[src/rtl/bdq_pkg.sv]
// ----------------------------------------------------------------------------
// bdq_pkg
// Shared types and codes for the bounded double-ended queue.
// ----------------------------------------------------------------------------
package bdq_pkg;

	typedef logic [1:0] kind_t;
	typedef logic [1:0] status_t;

	localparam kind_t KIND_PUSH_FRONT = 2'd0;
	localparam kind_t KIND_PUSH_BACK  = 2'd1;
	localparam kind_t KIND_POP_FRONT  = 2'd2;
	localparam kind_t KIND_POP_BACK   = 2'd3;

	localparam status_t STATUS_OK    = 2'd0;
	localparam status_t STATUS_EMPTY = 2'd1;
	localparam status_t STATUS_FULL  = 2'd2;

	localparam int WORD_W  = 32;
	localparam int COUNT_W = 5;

	typedef struct packed {
		logic capture;
		logic update;
		logic read;
		logic load;
	} cmd_t;

endpackage

[src/rtl/bdq_req_if.sv]
// ----------------------------------------------------------------------------
// bdq_req_if
// Request channel: operation kind and data word.
// ----------------------------------------------------------------------------
interface bdq_req_if;
	logic                        valid;
	logic                        ready;
	bdq_pkg::kind_t              kind;
	logic signed [bdq_pkg::WORD_W-1:0] value;

	modport source (output valid, output kind, output value, input ready);
	modport sink   (input valid, input kind, input value, output ready);
endinterface

[src/rtl/bdq_rsp_if.sv]
// ----------------------------------------------------------------------------
// bdq_rsp_if
// Response channel: front and back words, entry count and status.
// ----------------------------------------------------------------------------
interface bdq_rsp_if;
	logic                               valid;
	logic                               ready;
	logic signed [bdq_pkg::WORD_W-1:0]  front_value;
	logic signed [bdq_pkg::WORD_W-1:0]  back_value;
	logic [bdq_pkg::COUNT_W-1:0]        entry_count;
	bdq_pkg::status_t                   status;

	modport source (output valid, output front_value, output back_value,
		output entry_count, output status, input ready);
	modport sink   (input valid, input front_value, input back_value,
		input entry_count, input status, output ready);
endinterface

[src/rtl/bdq_ctrl.sv]
// ----------------------------------------------------------------------------
// bdq_ctrl
// Sequencer: accept a request, update state, read the ends, load the result.
// ----------------------------------------------------------------------------
module bdq_ctrl (
	input  logic          clk,
	input  logic          arst_n,
	input  logic          in_valid,
	output logic          in_ready,
	output logic          out_valid,
	input  logic          out_ready,
	output bdq_pkg::cmd_t cmd
);
	import bdq_pkg::*;

	typedef enum logic [3:0] {
		S_IDLE   = 4'b0001,
		S_UPDATE = 4'b0010,
		S_READ   = 4'b0100,
		S_LOAD   = 4'b1000
	} state_t;

	state_t state_q, state_d;
	logic   out_valid_q;
	logic   slot_free;

	assign slot_free = !out_valid_q || out_ready;
	assign in_ready  = (state_q == S_IDLE);
	assign out_valid = out_valid_q;

	always_comb begin
		state_d     = state_q;
		cmd         = '0;
		unique case (state_q)
			S_IDLE: begin
				if (in_valid) begin
					cmd.capture = 1'b1;
					state_d     = S_UPDATE;
				end
			end
			S_UPDATE: begin
				cmd.update = 1'b1;
				state_d    = S_READ;
			end
			S_READ: begin
				cmd.read = 1'b1;
				state_d  = S_LOAD;
			end
			S_LOAD: begin
				if (slot_free) begin
					cmd.load = 1'b1;
					state_d  = S_IDLE;
				end
			end
			default: state_d = S_IDLE;
		endcase
	end

	always_ff @(posedge clk or negedge arst_n) begin
		if (!arst_n) begin
			state_q     <= S_IDLE;
			out_valid_q <= 1'b0;
		end else begin
			state_q <= state_d;
			if (cmd.load) begin
				out_valid_q <= 1'b1;
			end else if (out_ready) begin
				out_valid_q <= 1'b0;
			end
		end
	end

endmodule

[src/rtl/bdq_dp.sv]
// ----------------------------------------------------------------------------
// bdq_dp
// Ring store, head and count registers, end reads and result register.
// ----------------------------------------------------------------------------
module bdq_dp #(
	parameter int DEPTH = 16
) (
	input  logic                              clk,
	input  logic                              arst_n,
	input  bdq_pkg::cmd_t                     cmd,
	input  bdq_pkg::kind_t                    in_kind,
	input  logic signed [bdq_pkg::WORD_W-1:0] in_value,
	output logic signed [bdq_pkg::WORD_W-1:0] front_value,
	output logic signed [bdq_pkg::WORD_W-1:0] back_value,
	output logic [bdq_pkg::COUNT_W-1:0]       entry_count,
	output bdq_pkg::status_t                  status
);
	import bdq_pkg::*;

	localparam int AW = (DEPTH > 1) ? $clog2(DEPTH) : 1;
	localparam int CW = $clog2(DEPTH + 1);
	localparam int SW = CW + 1;

	logic [WORD_W-1:0] mem [DEPTH];

	kind_t              kind_q;
	logic [WORD_W-1:0]  value_q;
	logic [AW-1:0]      head_q, head_d;
	logic [CW-1:0]      count_q, count_d;
	status_t            status_q, status_d;
	logic [WORD_W-1:0]  front_rd_q, back_rd_q;
	logic [WORD_W-1:0]  front_value_q, back_value_q;
	logic [COUNT_W-1:0] entry_count_q;
	status_t            status_out_q;

	logic               full, empty, wr_en;
	logic [AW-1:0]      head_dec, head_inc, tail_addr, back_addr, wr_addr;
	logic [SW-1:0]      tail_sum, back_sum;

	assign full  = (count_q == CW'(DEPTH));
	assign empty = (count_q == '0);

	assign head_dec = (head_q == '0) ? AW'(DEPTH - 1) : head_q - AW'(1);
	assign head_inc = (head_q == AW'(DEPTH - 1)) ? '0 : head_q + AW'(1);

	assign tail_sum  = SW'(head_q) + SW'(count_q);
	assign tail_addr = (tail_sum >= SW'(DEPTH)) ? AW'(tail_sum - SW'(DEPTH)) : AW'(tail_sum);

	assign back_sum  = SW'(head_q) + SW'(count_q) - SW'(1);
	assign back_addr = empty ? head_q :
		((back_sum >= SW'(DEPTH)) ? AW'(back_sum - SW'(DEPTH)) : AW'(back_sum));

	always_comb begin
		head_d   = head_q;
		count_d  = count_q;
		status_d = STATUS_OK;
		wr_en    = 1'b0;
		wr_addr  = tail_addr;
		unique case (kind_q)
			KIND_PUSH_FRONT: begin
				if (full) begin
					status_d = STATUS_FULL;
				end else begin
					head_d  = head_dec;
					count_d = count_q + CW'(1);
					wr_en   = 1'b1;
					wr_addr = head_dec;
				end
			end
			KIND_PUSH_BACK: begin
				if (full) begin
					status_d = STATUS_FULL;
				end else begin
					count_d = count_q + CW'(1);
					wr_en   = 1'b1;
				end
			end
			KIND_POP_FRONT: begin
				if (empty) begin
					status_d = STATUS_EMPTY;
				end else begin
					head_d  = head_inc;
					count_d = count_q - CW'(1);
				end
			end
			KIND_POP_BACK: begin
				if (empty) begin
					status_d = STATUS_EMPTY;
				end else begin
					count_d = count_q - CW'(1);
				end
			end
			default: status_d = STATUS_OK;
		endcase
	end

	always_ff @(posedge clk or negedge arst_n) begin
		if (!arst_n) begin
			head_q  <= '0;
			count_q <= '0;
		end else if (cmd.update) begin
			head_q  <= head_d;
			count_q <= count_d;
		end
	end

	always_ff @(posedge clk) begin
		if (cmd.capture) begin
			kind_q  <= in_kind;
			value_q <= in_value;
		end
		if (cmd.update) begin
			status_q <= status_d;
		end
		if (cmd.load) begin
			front_value_q <= empty ? '0 : front_rd_q;
			back_value_q  <= empty ? '0 : back_rd_q;
			entry_count_q <= COUNT_W'(count_q);
			status_out_q  <= status_q;
		end
	end

	always_ff @(posedge clk) begin
		if (cmd.update && wr_en) begin
			mem[wr_addr] <= value_q;
		end
		if (cmd.read) begin
			front_rd_q <= mem[head_q];
			back_rd_q  <= mem[back_addr];
		end
	end

	assign front_value = front_value_q;
	assign back_value  = back_value_q;
	assign entry_count = entry_count_q;
	assign status      = status_out_q;

endmodule

[src/rtl/bounded_deque.sv]
// ----------------------------------------------------------------------------
// bounded_deque
// Double-ended queue of signed 32-bit words with fixed capacity in a ring.
//
//   channel  dir  payload                                       request
//   req      in   kind, value                                   one operation
//   rsp      out  front_value, back_value, entry_count, status  one result
//
// Each request goes through four steps: accept, update head/count and write the
// ring, read both ends on the two read ports, load the result register.
// The result register holds a response while the next request is accepted;
// a stalled rsp holds the sequencer in its load step.
// Reset clears head, count and valid; ring contents need no clearing.
// ----------------------------------------------------------------------------
module bounded_deque #(
	parameter int DEPTH = 16
) (
	input  logic       clk,
	input  logic       arst_n,
	bdq_req_if.sink    req,
	bdq_rsp_if.source  rsp
);
	import bdq_pkg::*;

	cmd_t cmd;

	bdq_ctrl u_ctrl (
		.clk       (clk),
		.arst_n    (arst_n),
		.in_valid  (req.valid),
		.in_ready  (req.ready),
		.out_valid (rsp.valid),
		.out_ready (rsp.ready),
		.cmd       (cmd)
	);

	bdq_dp #(
		.DEPTH (DEPTH)
	) u_dp (
		.clk         (clk),
		.arst_n      (arst_n),
		.cmd         (cmd),
		.in_kind     (req.kind),
		.in_value    (req.value),
		.front_value (rsp.front_value),
		.back_value  (rsp.back_value),
		.entry_count (rsp.entry_count),
		.status      (rsp.status)
	);

endmodule
[src/flat_wrapper.sv]
// flat-port wrapper written by rule: the top's interface ports become plain ports
module bounded_deque_flat import bdq_pkg::*;
#(
	parameter int DEPTH = 16
)
  (clk, arst_n, req_valid, req_kind, req_value, req_ready, rsp_valid, rsp_front_value, rsp_back_value, rsp_entry_count, rsp_status, rsp_ready);
  bdq_req_if req_i ();
  bdq_rsp_if rsp_i ();
  input  logic clk;
  input  logic arst_n;
  input wire logic [$bits(req_i.valid)-1:0] req_valid;
  input wire logic [$bits(req_i.kind)-1:0] req_kind;
  input wire logic [$bits(req_i.value)-1:0] req_value;
  output wire logic [$bits(req_i.ready)-1:0] req_ready;
  output wire logic [$bits(rsp_i.valid)-1:0] rsp_valid;
  output wire logic [$bits(rsp_i.front_value)-1:0] rsp_front_value;
  output wire logic [$bits(rsp_i.back_value)-1:0] rsp_back_value;
  output wire logic [$bits(rsp_i.entry_count)-1:0] rsp_entry_count;
  output wire logic [$bits(rsp_i.status)-1:0] rsp_status;
  input wire logic [$bits(rsp_i.ready)-1:0] rsp_ready;
  assign req_i.valid = req_valid;
  assign req_i.kind = req_kind;
  assign req_i.value = req_value;
  assign req_ready = req_i.ready;
  assign rsp_valid = rsp_i.valid;
  assign rsp_front_value = rsp_i.front_value;
  assign rsp_back_value = rsp_i.back_value;
  assign rsp_entry_count = rsp_i.entry_count;
  assign rsp_status = rsp_i.status;
  assign rsp_i.ready = rsp_ready;
  bounded_deque #(.DEPTH(DEPTH)) u_core (.clk(clk), .arst_n(arst_n), .req(req_i), .rsp(rsp_i));
endmodule
[config.mk]
export PLATFORM = sky130hd
export DESIGN_NAME = bounded_deque_flat
export DESIGN_NICKNAME = d
export VERILOG_FILES = /design/src/rtl/bdq_pkg.sv /design/src/rtl/bdq_req_if.sv /design/src/rtl/bdq_rsp_if.sv /design/src/rtl/bdq_ctrl.sv /design/src/rtl/bdq_dp.sv /design/src/rtl/bounded_deque.sv /design/src/flat_wrapper.sv
export SDC_FILE = /design/constraint.sdc
export NUM_CORES = 1
export LEC_CHECK = 0
export ABC_CLOCK_PERIOD_IN_PS = 6600
export BUFFER_PORTS_ARGS = -buffer_cell sky130_fd_sc_hd__buf_2
export CAP_MARGIN = 5
export CORE_ASPECT_RATIO = 1.25
export CORE_UTILIZATION = 40
export DETAILED_ROUTE_END_ITERATION = 12
export GPL_ROUTABILITY_DRIVEN = 0
export GPL_TIMING_DRIVEN = 0
export PLACE_DENSITY = 0.65
export SLEW_MARGIN = 20
export SYNTH_ARGS = -nofsm -noshare
export SYNTH_HDL_FRONTEND = slang
export SYNTH_HIERARCHICAL = 1
export SYNTH_SLANG_ARGS = --single-unit
[constraint.sdc]
create_clock -name clk -period 6.6 [get_ports clk]
set_input_delay 0.66 -clock clk [delete_from_list [all_inputs] [get_ports clk]]
set_output_delay 0.66 -clock clk [all_outputs]
set_load 0.005 [all_outputs]
# After elaboration in Yosys (flattened, before gate mapping)
# Memory sizes are Yosys's and may differ from the RTL's. A register that Yosys moved wholly into a read port is not among the register bits.
# Cells that the tools add are included.
[word_totals]
register_bits = 121
mem_count = 1
ramBits = 512
word_cells = 81
[classes]
addsub = 8
magnitude_cmp = 2
eq_ne = 15
reduce_logical = 13
muxes = 31
[mem_list]
columns = ["name", "words", "width", "read_ports", "rd_clocked_by_memory_dff", "wr", "line", "rtl"]
rows = [
  ["u_core.u_dp.mem", 16, 32, 2, 2, 1, "bdq_dp.sv:24", "logic [WORD_W-1:0] mem [DEPTH];"],
]
[ops]
columns = ["operator", "n"]
rows = [
  ["two-way mux 4 bit", 11],
  ["one-hot mux 4 bit (4 select lines)", 1],
  ["two-way mux 1 bit", 13],
  [">= comparator 6 x 5 -> 1 bit (second input constant)", 2],
  ["!= test 2 bit (second input constant)", 6],
  ["subtractor 4 x 1 -> 4 bit (second input constant)", 3],
  ["two-way mux 5 bit", 2],
  ["one-hot mux 5 bit (2 select lines)", 1],
  ["== test 4 bit (second input constant)", 2],
  ["one-hot mux 4 bit (2 select lines)", 1],
  ["adder 4 x 5 -> 6 bit", 1],
  ["subtractor 6 x 1 -> 6 bit (second input constant)", 1],
  ["adder 5 x 1 -> 5 bit (second input constant)", 1],
  ["== test 5 bit (second input constant)", 1],
  ["logical NOT 5 bit", 1],
  ["subtractor 5 x 1 -> 5 bit (second input constant)", 1],
  ["adder 4 x 1 -> 4 bit (second input constant)", 1],
  ["== test 2 bit (second input constant)", 2],
  ["== test 4 x 1 -> 1 bit (second input constant)", 1],
  ["== test 4 x 2 -> 1 bit (second input constant)", 1],
  ["== test 4 x 3 -> 1 bit (second input constant)", 1],
  ["logical NOT 4 bit", 1],
  ["one-hot mux 2 bit (2 select lines)", 1],
  ["AND reduction 4 bit", 1],
  ["other kinds (10)", 12],
]

# Depth between registers and ports, before layout
# Gate-level depths: netlist (run 1).
[logic_depth]
ltp_word = 6
ltp_mapped = 12
depth_no_buf = 10

# By module
# Netlist (run 1), hierarchy kept.
[modules_own_cells]
columns = ["mod", "cells_per_inst", "area_each_um2", "seq_area_each_um2", "instances"]
rows = [
  ["bdq_dp", 1477, 30051.3, 20734.9, 1],
  ["bdq_ctrl", 25, 267.8, 126.4, 1],
]

# Least setup slack after synthesis (run 1)
# Ideal clock, no wire load.
[synth_timing]
kind = "flip-flop to flip-flop"
start = "reg u_core.u_dp.count_q[2]"
end = "mem u_core.u_dp.mem[1][0] (enable)"
path_stages_with_launch = 9
required_time_ns = 6.139
setup_time_ns = 0.461
synth_period_minus_slack_ns = 4.667
setup_slack_ns = 1.933
arrival_ns = 4.206
path_cell_list = "dfrtp_1 > ha_1 > buf_2 > or2_1 > a21oi_1 > nor2_1 > xnor2_1 > mux2_2 > nor3_1"
[synth_via]
elab_chain_cells = 6
[synth_rtl]
columns = ["element", "line", "rtl"]
rows = [
  ["start: declaration", "bdq_dp.sv:29", "logic [CW-1:0] count_q, count_d;"],
  ["start signal: assignment", "bdq_dp.sv:103", "count_q <= count_d;"],
  ["parallel branches: the longest is 6 deep, another holds adder 4 x 5 -> 6 bit", "n/a", ""],
  ["end: declaration", "bdq_dp.sv:24", ""],
]
# Several ways; the timed one is not identified.

# Worst setup path after layout (run 1)
[layout_timing]
start = "reg u_core.u_dp.count_q[0]"
end = "reg u_core.u_dp.back_rd_q[2] (read register of u_core.u_dp.mem), data pin"
[layout_via]
elab_chain_cells = 5
[layout_rtl]
columns = ["element", "line", "rtl"]
rows = [
  ["adder 4 x 5 -> 6 bit", "bdq_dp.sv:49", "assign back_sum = SW'(head_q) + SW'(count_q) - SW'(1);"],
  ["subtractor 6 x 1 -> 6 bit", "bdq_dp.sv:49", ""],
  [">= comparator 6 x 5 -> 1 bit or subtractor 4 x 1 -> 4 bit (tied branches)", "bdq_dp.sv:51", "((back_sum >= SW'(DEPTH)) ? AW'(back_sum - SW'(DEPTH)) : AW'(back_sum));"],
  ["two-way mux 4 bit", "bdq_dp.sv:51", ""],
  ["two-way mux 4 bit *", "bdq_dp.sv:50", "assign back_addr = empty ? head_q :"],
  ["end: declaration", "bdq_dp.sv:31", "logic [WORD_W-1:0] front_rd_q, back_rd_q;"],
]
# Every way passes the cells marked *; elsewhere a longest branch is shown, timed or not.
# A chain may end at the register's enable or synchronous reset.

==> results of run 1 <==
sequential cells by signal, summed over array words and instances, names as in the netlist, 5 cells and up:
signal,flops
u_core/u_dp/back_rd_q,32
u_core/u_dp/value_q,32
u_core/u_dp/mem,512
u_core/u_dp/count_q,5
u_core/u_dp/back_value,32
u_core/u_dp/front_value,32
u_core/u_dp/front_rd_q,32
u_core/u_dp/entry_count,5
cells in the final DEF, fill, tap and decap left out, types with 13 or more instances in the layout:
cell / instances
and2_1: 65
buf_2: 140
buf_4: 80
buf_6: 18
clkbuf_1: 61
clkbuf_16: 73
clkinv_1: 14
dfrtp_1: 13
edfxtp_1: 683
mux4_2: 284
nand2_1: 16
nand3_1: 16
nand4_1: 28
nor3_2: 18
o21ai_0: 128
routing by layer:
metal  vias up  GRT usage (%)  part of all wire (%)
met5         -              0                     0
met2       985           38.9                    51
li1       6963              -                     -
met1      9036           29.3                    37
met4         0           10.0                   3.9
met3       198           3.37                   8.3
stage by stage:
stage | hold slack (ns) | cell area, um^2 | util, % | instances | setup slack (ns)
3_5_place_dp | 0.429 | 33000 | 44.1 | 2675 | 2.21
3_3_place_gp | 0.423 | 32100 | 42.9 | 2581 | -2.12
4_1_cts | 0.179 | 35300 | 47.2 | 2799 | 2.21
2_1_floorplan | 0.364 | 30300 | - | 1502 | 1.93
6_report | 0.205 | 35300 | 47.2 | 2799 | 2.08
5_1_grt | 0.201 | 35300 | 47.2 | 2799 | 2.01
path summary, 6_finish.rpt:
kind | startpoint | to | slack, ns | cells after the start
hold / removal | req_value[8] | u_core/u_dp/value_q[8]$_DFFE_PP_ | 0.20 | 1
setup / recovery | u_core/u_dp/count_q[0]$_DFFE_PN0P_ | u_core/u_dp/back_rd_q[2]$_DFFE_PP_ | 2.08 | 12
max in group asynchronous | arst_n | u_core/u_ctrl/state_q[0]$_DFFE_PN1P_ | 5.81 | 2
hold reg to reg | u_core/u_dp/status_q[0]$_SDFFCE_PP0P_ | u_core/u_dp/status[0]$_DFFE_PP_ | 0.44 | 0
min in group asynchronous | arst_n | u_core/u_dp/head_q[0]$_DFFE_PN0P_ | 0.49 | 2
setup reg to reg | u_core/u_dp/count_q[0]$_DFFE_PN0P_ | u_core/u_dp/back_rd_q[2]$_DFFE_PP_ | 2.08 | 12
final cells by class:
cell class / count / area [um^2]
flip-flops and latches: 697 / 20900
clock inverters: 38 / 397
well taps: 969 / 1210
clock buffers: 85 / 1870
multi-input cells: 695 / 9100
repair buffers: 205 / 1380
plain buffers: 101 / 454
fillers: 6283 / 39500
inverters: 9 / 33.8
timing repair:
item	4_1_cts	5_1_grt
setup buffers	0	0
resized for setup	0	0
hold buffers	1	0
endpoints found under the hold margin	13	0
cells by family after synthesis:
kind of cell             after synthesis
flip-flops                           697
multiplexers                         294
AND/OR/NAND/NOR                      191
AO/OA/AOI/OAI                        184
buffers and inverters                110
XOR/XNOR                              15
adder cells (fa/ha/maj)               11
==> flow_summary.json, run 1 <==
{
  "final_nets": 1828,
  "status": "complete, no violations",
  "synth_compound_area_share_pct": 3.52,
  "synthAdderAreaFrac_pct": 0.503,
  "grt_overflow": 0,
  "core-area_mm2": 0.0748,
  "synth_common_cells": "edfxtp_1 (683), mux4_2 (284), o21ai_0 (128), and2_1 (66), clkbuf_1 (52)",
  "setup_viol": 0,
  "cts-buffers-inserted": 70,
  "cpLargestDelayFamily": "buffers and inverters",
  "wl_per_cell_um": 30.9,
  "cts.reportedPaths.clkPinSlew_ns": 0.06,
  "drt_wl_total_um": 86600,
  "synth_top_family_by_area": "multiplexers",
  "dp_hpwl_um": 59500,
  "n_antenna_cell": 0,
  "synth_top_cell_area_share_pct": 67.6,
  "drc": 0,
  "clock-root-buffer": "clkbuf_16",
  "synth-seq-cells": 697,
  "clk-insertion-delay-late_ns": 0.63,
  "synth_area_per_cell_um2": 20.2,
  "cp-start-kind": "flop",
  "synth_edf_count": 683,
  "ant_nets": 0,
  "finalMaxSlewViolations": 0,
  "track_usage_pct": 22.9,
  "max_freq_ghz": 0.221,
  "syn-cell-area_mm2": 0.0303,
  "drtIter0Drc": 2118,
  "synth_top_flop_cell": "edfxtp_1",
  "seq_area_frac_synth_pct": 68.8,
  "async_flop_share_pct": 2.01,
  "critical_path.n_buffers_inverters": 3,
  "layout-drive-gt1-share_pct": 36.0,
  "die_area_mm2": 0.0769,
  "num_vias": 17200,
  "port_buffers": 110,
  "yosysMostFrequentCell": "edfxtp_1",
  "synthDistinctLibCells": 70,
  "critPathSlowestCell": "buf_1",
  "synthMuxAreaShare_pct": 21.4,
  "synth-simple-area-share_pct": 3.66,
  "antenna_found_initial": 1,
  "htreeDepth": 3,
  "crit_path_end_kind": "flop",
  "die_x_um": 248,
  "grt_max_degree": 65,
  "tightest_slew_ns": 1.23,
  "maxSlewHeadroom_pct": 15.4,
  "setup_tns_ns": 0,
  "ys_warn_count": 6,
  "cp_max_fo": 10,
  "clkSinkCount": 697,
  "max_cap_violations": 0,
  "path_cells": "ha_1 > fa_1 > inv_1 > ha_1 > xor3_1 > o21ai_0 > nand2_1 > buf_2 > buf_1 > mux4_2 > o21ai_0 > nand4_1",
  "synth.area.top_cells": "edfxtp_1 (68%), mux4_2 (21%), o21ai_0 (2.1%), and2_1 (1.4%), dfrtp_1 (1.1%)",
  "post-route-min-period_ns": 4.52,
  "drt_pass1_iterations": 8,
  "grt_pass1_wl_um": 124000,
  "initial_core_util_pct": 40.5,
  "rsz0062_at_grt": "no",
  "synth_cells": 1502,
  "io_pins": 111,
  "std_cell_rows": 112,
  "path_class": "reg -> reg",
  "via_per_inst": 6.14,
  "grt_pass1_vias": 17800,
  "syn2layout_area_growth_pct": 16.5,
  "crit_arrival_ns": 4.81,
  "slowest_delay_ns": 0.85,
  "clock_path_buffers": 3,
  "die_h_um": 310,
  "required_ns": 6.88,
  "period_share_pct": 68.5,
  "syn_nets": 1551,
  "min_path_type": "in -> reg",
  "hold_viol": 0,
  "cts_tree": "built",
  "finClkSkew_ns": 0.0344,
  "yosys.area.top_type": "edfxtp_1",
  "synth_xor_area_share_pct": 0.528
}
Power of run 1 is left out: the tool's default activity adds up to more than one toggle a clock period on the data nets, which glitch-free logic cannot reach.
==> inputs of run 2 (changes only) <==
- ABC_CLOCK_PERIOD_IN_PS: 6600 -> 4490
- clock period: 6.6 -> 4.49 ns (I/O delays scaled with it)
==> run 2 against run 1 <==
Net effect:
- first-iteration DRC count rose by 1.2%
- via count up 1.2%
- worst hold slack worse by 0.18 ns
==> flow_summary.json, run 2 (same netlist as run 1, synthesis figures left out) <==
{
  "drt_pass1_iterations": 5,
  "crit_arrival_ns": 4.83,
  "clk-insertion-delay-late_ns": 0.63,
  "largest_reg_flops": 512,
  "path_class": "reg -> reg",
  "grt_max_degree": 65,
  "finalMaxSlewViolations": 0,
  "whs_ns": 0.0215,
  "initial_core_util_pct": 40.5,
  "r2r_end": "u_core/u_dp/back_rd_q[29]$_DFFE_PP_",
  "final_common_cell": "edfxtp_1",
  "required_ns": 4.93,
  "path_cells": "ha_1 > fa_1 > or3_1 > a211o_1 > o211ai_1 > and4_1 > clkbuf_1 > clkbuf_1 > o21ai_0 > nand4_1",
  "via_per_inst": 6.18,
  "critPathSlowestCell": "clkbuf_1",
  "grt_pass1_wl_um": 124000,
  "cts.reportedPaths.clkPinSlew_ns": 0.06,
  "final_cell_mix": "edfxtp_1 (683), mux4_2 (284), buf_2 (138), o21ai_0 (128), clkbuf_16 (72)",
  "max_cap_violations": 0,
  "reg2reg_slack_ns": 0.09,
  "status": "complete, no violations",
  "final_nets": 1836,
  "r2r_cells": 10,
  "port_buffers": 110,
  "cp_max_fo": 10,
  "max_freq_ghz": 0.227,
  "grt_pass1_vias": 17900,
  "clock-root-buffer": "clkbuf_16",
  "wl_per_cell_um": 30.9,
  "core-area_mm2": 0.0748,
  "hp-start": "req_value[20]",
  "die_h_um": 310,
  "drt_wl_total_um": 86700,
  "rsz0062_at_grt": "yes",
  "path_common_cell": "clkbuf_1",
  "std_cell_rows": 112,
  "drc": 0,
  "postCtsSetupRepairBufs": 0,
  "num_vias": 17400,
  "dp_hpwl_um": 59300,
  "min_path_type": "in -> reg",
  "track_usage_pct": 22.9,
  "hold_viol": 0,
  "htreeDepth": 3,
  "drtIter0Drc": 2143,
  "cts_tree": "built",
  "maxSlewHeadroom_pct": 20.0,
  "slowest_delay_ns": 0.68,
  "hold_path_depth": 1,
  "crit_path_end_kind": "flop",
  "grt_overflow": 0,
  "clkSinkCount": 697,
  "ant_nets": 0,
  "cp-start-kind": "flop",
  "holdPathEnd": "u_core/u_dp/value_q[20]$_DFFE_PP_",
  "period_share_pct": 97.9,
  "die_area_mm2": 0.0769,
  "layout-drive-gt1-share_pct": 35.6,
  "largest_register": "u_core/u_dp/mem",
  "tightest_slew_ns": 1.20,
  "syn2layout_area_growth_pct": 17.4,
  "cts-buffers-inserted": 70,
  "setup_viol": 0,
  "finClkSkew_ns": 0.0346,
  "die_x_um": 248,
  "post-route-min-period_ns": 4.40,
  "antenna_found_initial": 0,
  "rr_startpoint": "u_core/u_dp/count_q[0]$_DFFE_PN0P_",
  "n_antenna_cell": 0,
  "clock_path_buffers": 3,
  "io_pins": 111
}
-- run 2: cell count changes in the layout (fill, tap and decap cells not counted), sizes merged --
cell / change
clkinvlp: -2
clkbuf: +2
dlygate4sd3: +19
inv: +3
clkinv: +5
buf: -15
-- run 2: area by class of cell --
class / count / area (um^2)
clock inverter: 44 / 404
timing repair buffer: 213 / 1600
multi-input combinational: 695 / 9160
clock buffer: 83 / 1850
inverter: 9 / 33.8
sequential: 697 / 20900
tap: 969 / 1210
buffer: 101 / 459
fill: 6244 / 39200
-- run 2: how the worst max path moves through the flow --
stage,start,slack (ns),endpoint,cells after the start
after floorplan,u_core/u_dp/count_q[2]$_DFFE_PN0P_,-0.18,u_core/u_dp/mem[0][0]$_DFFE_PP_,8
after global placement,u_core/u_dp/head_q[0]$_DFFE_PN0P_,-4.25,u_core/u_dp/mem[4][20]$_DFFE_PP_,7
after detailed placement,u_core/u_dp/count_q[0]$_DFFE_PN0P_,0.11,u_core/u_dp/back_rd_q[11]$_DFFE_PP_,10
after CTS,u_core/u_dp/count_q[0]$_DFFE_PN0P_,0.06,u_core/u_dp/back_rd_q[17]$_DFFE_PP_,10
after global routing,u_core/u_dp/count_q[0]$_DFFE_PN0P_,-0.01,u_core/u_dp/back_rd_q[29]$_DFFE_PP_,10
final,u_core/u_dp/count_q[0]$_DFFE_PN0P_,0.09,u_core/u_dp/back_rd_q[29]$_DFFE_PP_,10
-- run 2: what timing repair did --
action / in CTS / in global routing
hold buffers: 19 / 1
endpoints found under the hold margin: 31 / 1
endpoints found under the setup margin: 0 / 23
resized for setup: 0 / 12
-- run 2: stage by stage --
stage / cells / util (%) / TNS (ns) / setup slack [ns] / cell area, um^2
final: 2811 / 47.6 / 0 / 0.0922 / 35600
after global routing: 2811 / 47.6 / -0.0116 / -0.0116 / 35600
after CTS: 2810 / 47.5 / 0 / 0.0623 / 35500
after detailed placement: 2664 / 44.2 / 0 / 0.113 / 33100
after global placement: 2581 / 42.9 / -1832.37 / -4.25 / 32100
after floorplan: 1502 / - / -61.63 / -0.177 / 30300
-- run 2: metal layers --
layer  wire length, um  vias to the layer above  global-route usage (%)
met1             31800                     9161                    29.0
li1                  -                     6997                       -
met2             44200                     1001                    38.8
met5                 0                        -                       0
met4              3670                        0                    9.83
met3              7100                      227                    3.79
-- run 2: worst max-delay path, delay by kind of cell, from the launching register on --
kind | cells | cell delay (ns)
AOI/OAI and AO/OA | 3 | 0.83
adders and majority gates | 2 | 0.82
DFF | 1 | 0.48
buffers and inverters | 2 | 1.24
and+or+nand+nor | 3 | 0.85
Power of run 2 is left out for the same reason.
==> inputs of run 3 (changes only) <==
- ABC_CLOCK_PERIOD_IN_PS: 4490 -> 4200
- CTS_BUF_LIST: unset -> sky130_fd_sc_hd__clkbuf_8
- clock period: 4.49 -> 4.2 ns (I/O delays scaled with it)
==> run 3 against run 2 <==
Net effect:
- the run now ends with negative setup slack left
- fmax rose by 4.1%
- sequential share of layout area shrank 0.13 points
- die area is the same
- non-clock buffer count up 17
- critical path depth unchanged
- clock-buffer cell count increased by 26
- first-iteration DRC count rose by 3.4%
- worst hold slack gained 0.11 ns
- setup slack got worse by 0.12 ns
- global-route usage grew 0.59 points
- flip-flop and latch count stayed put
==> flow_summary.json, run 3 (same netlist as run 1, synthesis figures left out) <==
{
  "setup_tns_ns": -0.0263,
  "wl_per_cell_um": 30.7,
  "max_freq_ghz": 0.237,
  "maxSlewHeadroom_pct": 21.0,
  "cts-buffers-inserted": 107,
  "drtIter0Drc": 2215,
  "min_path_type": "in -> async",
  "grt_overflow": 0,
  "cts.reportedPaths.clkPinSlew_ns": 0.06,
  "post-route-min-period_ns": 4.23,
  "cts_tree": "built",
  "initial_core_util_pct": 40.5,
  "largest_reg_flops": 512,
  "final_cell_mix": "edfxtp_1 (683), mux4_2 (284), buf_2 (142), o21ai_0 (128), clkbuf_8 (109)",
  "crit_path_end_kind": "flop",
  "rr_startpoint": "u_core/u_dp/count_q[0]$_DFFE_PN0P_",
  "die_h_um": 310,
  "clock-root-buffer": "clkbuf_8",
  "slowest_delay_ns": 0.68,
  "grt_pass1_wl_um": 127000,
  "finish.utilization_pct": 47.7,
  "max_cap_violations": 0,
  "via_per_inst": 6.11,
  "std_cell_rows": 112,
  "track_usage_pct": 23.5,
  "antenna_found_initial": 1,
  "clk-insertion-delay-late_ns": 0.76,
  "finalMaxSlewViolations": 0,
  "dp_hpwl_um": 59800,
  "drc": 0,
  "cp_max_fo": 10,
  "drt_pass1_iterations": 5,
  "finClkSkew_ns": 0.0384,
  "die_area_mm2": 0.0769,
  "worstSetupStartpoint": "u_core/u_dp/count_q[0]$_DFFE_PN0P_",
  "postCtsSetupRepairBufs": 0,
  "period_share_pct": 101,
  "layout_setup_ws_ns": -0.0263,
  "grt_pass1_vias": 18300,
  "path_cells": "ha_1 > fa_1 > or3_1 > a211o_1 > o211a_1 > buf_2 > mux2i_2 > clkbuf_1 > o21ai_0 > nand4_1",
  "port_buffers": 110,
  "dpl.cell_count": 2665,
  "status": "finished, violations left",
  "instances_no_fill": 2900,
  "htreeDepth": 3,
  "cp-start-kind": "flop",
  "drt_wl_total_um": 89100,
  "syn2layout_area_growth_pct": 17.6,
  "setup_viol": 1,
  "layout-drive-gt1-share_pct": 37.0,
  "critical_path.n_buffers_inverters": 2,
  "critPathSlowestCell": "mux2i_2",
  "ant_nets": 0,
  "clock_path_buffers": 3,
  "core-area_mm2": 0.0748,
  "hold_viol": 0,
  "grt_max_degree": 65,
  "largest_register": "u_core/u_dp/mem",
  "required_ns": 4.76,
  "clkSinkCount": 697,
  "tightest_slew_ns": 1.19,
  "io_pins": 111,
  "die_x_um": 248,
  "final_nets": 1890,
  "crit_arrival_ns": 4.78,
  "num_vias": 17700,
  "violations": "negative setup slack",
  "cpLargestDelayFamily": "adder cells",
  "path_class": "reg -> reg",
  "final_common_cell": "edfxtp_1"
}
run 3: cell types whose count changed in the layout (fill, tap and decap cells not counted), sizes merged:
cell           change
buf                -1
clkbuf            +24
clkdlybuf4s15      +3
clkinv            +14
clkinvlp           -1
diode              +1
dlygate4sd3       +17
inv               +32
run 3: repair_timing:
| action | CTS | global route |
|---|---|---|
| setup endpoints to repair | 59 | 54 |
| gates resized for setup | 22 | 24 |
| hold endpoints to repair | 50 | 0 |
| gates cloned | 0 | 0 |
| hold buffers | 37 | 0 |
run 3: worst paths after layout:
kind                       cells past startpoint  slack, ns                                   end
setup / recovery                              10      -0.03   u_core/u_dp/back_rd_q[14]$_DFFE_PP_
hold / removal                                 2       0.13    u_core/u_dp/count_q[0]$_DFFE_PN0P_
setup reg to reg                              10      -0.03   u_core/u_dp/back_rd_q[14]$_DFFE_PP_
hold reg to reg                                0       0.43       u_core/u_dp/status[1]$_DFFE_PP_
max in group asynchronous                      2       3.76  u_core/u_ctrl/state_q[0]$_DFFE_PN1P_
min in group clk                               2       0.37      u_core/u_dp/value_q[0]$_DFFE_PP_
run 3: metrics by stage:
step,worst slack [ns],hold slack [ns],cell area [um^2]
finish,-0.0263,0.131,35700
detailed placement,-0.468,0.351,33100
global placement,-4.51,0.345,32100
global route,-0.0161,0.174,35700
CTS,0.00966,0.0983,35700
floorplan,-0.467,0.124,30300
run 3: routing by layer:
metal  routed length, um  GRT usage [%]  up-vias
li1                    -              -     7115
met2               45400           40.1     1180
met1               31100           28.6     9188
met5                   0              0        -
met4                4250           11.9        0
met3                8320           4.08      242
run 3: cell type report:
cell class,count,area [um^2]
fill,6276,39200
sequential,697,20900
multi-input combinational,695,9170
timing repair buffer,231,1800
clock buffer,109,1500
tap,969,1210
clock inverter,89,592
buffer,100,492
inverter,9,33.8
antenna,1,2.50
Power of run 3 is left out for the same reason.
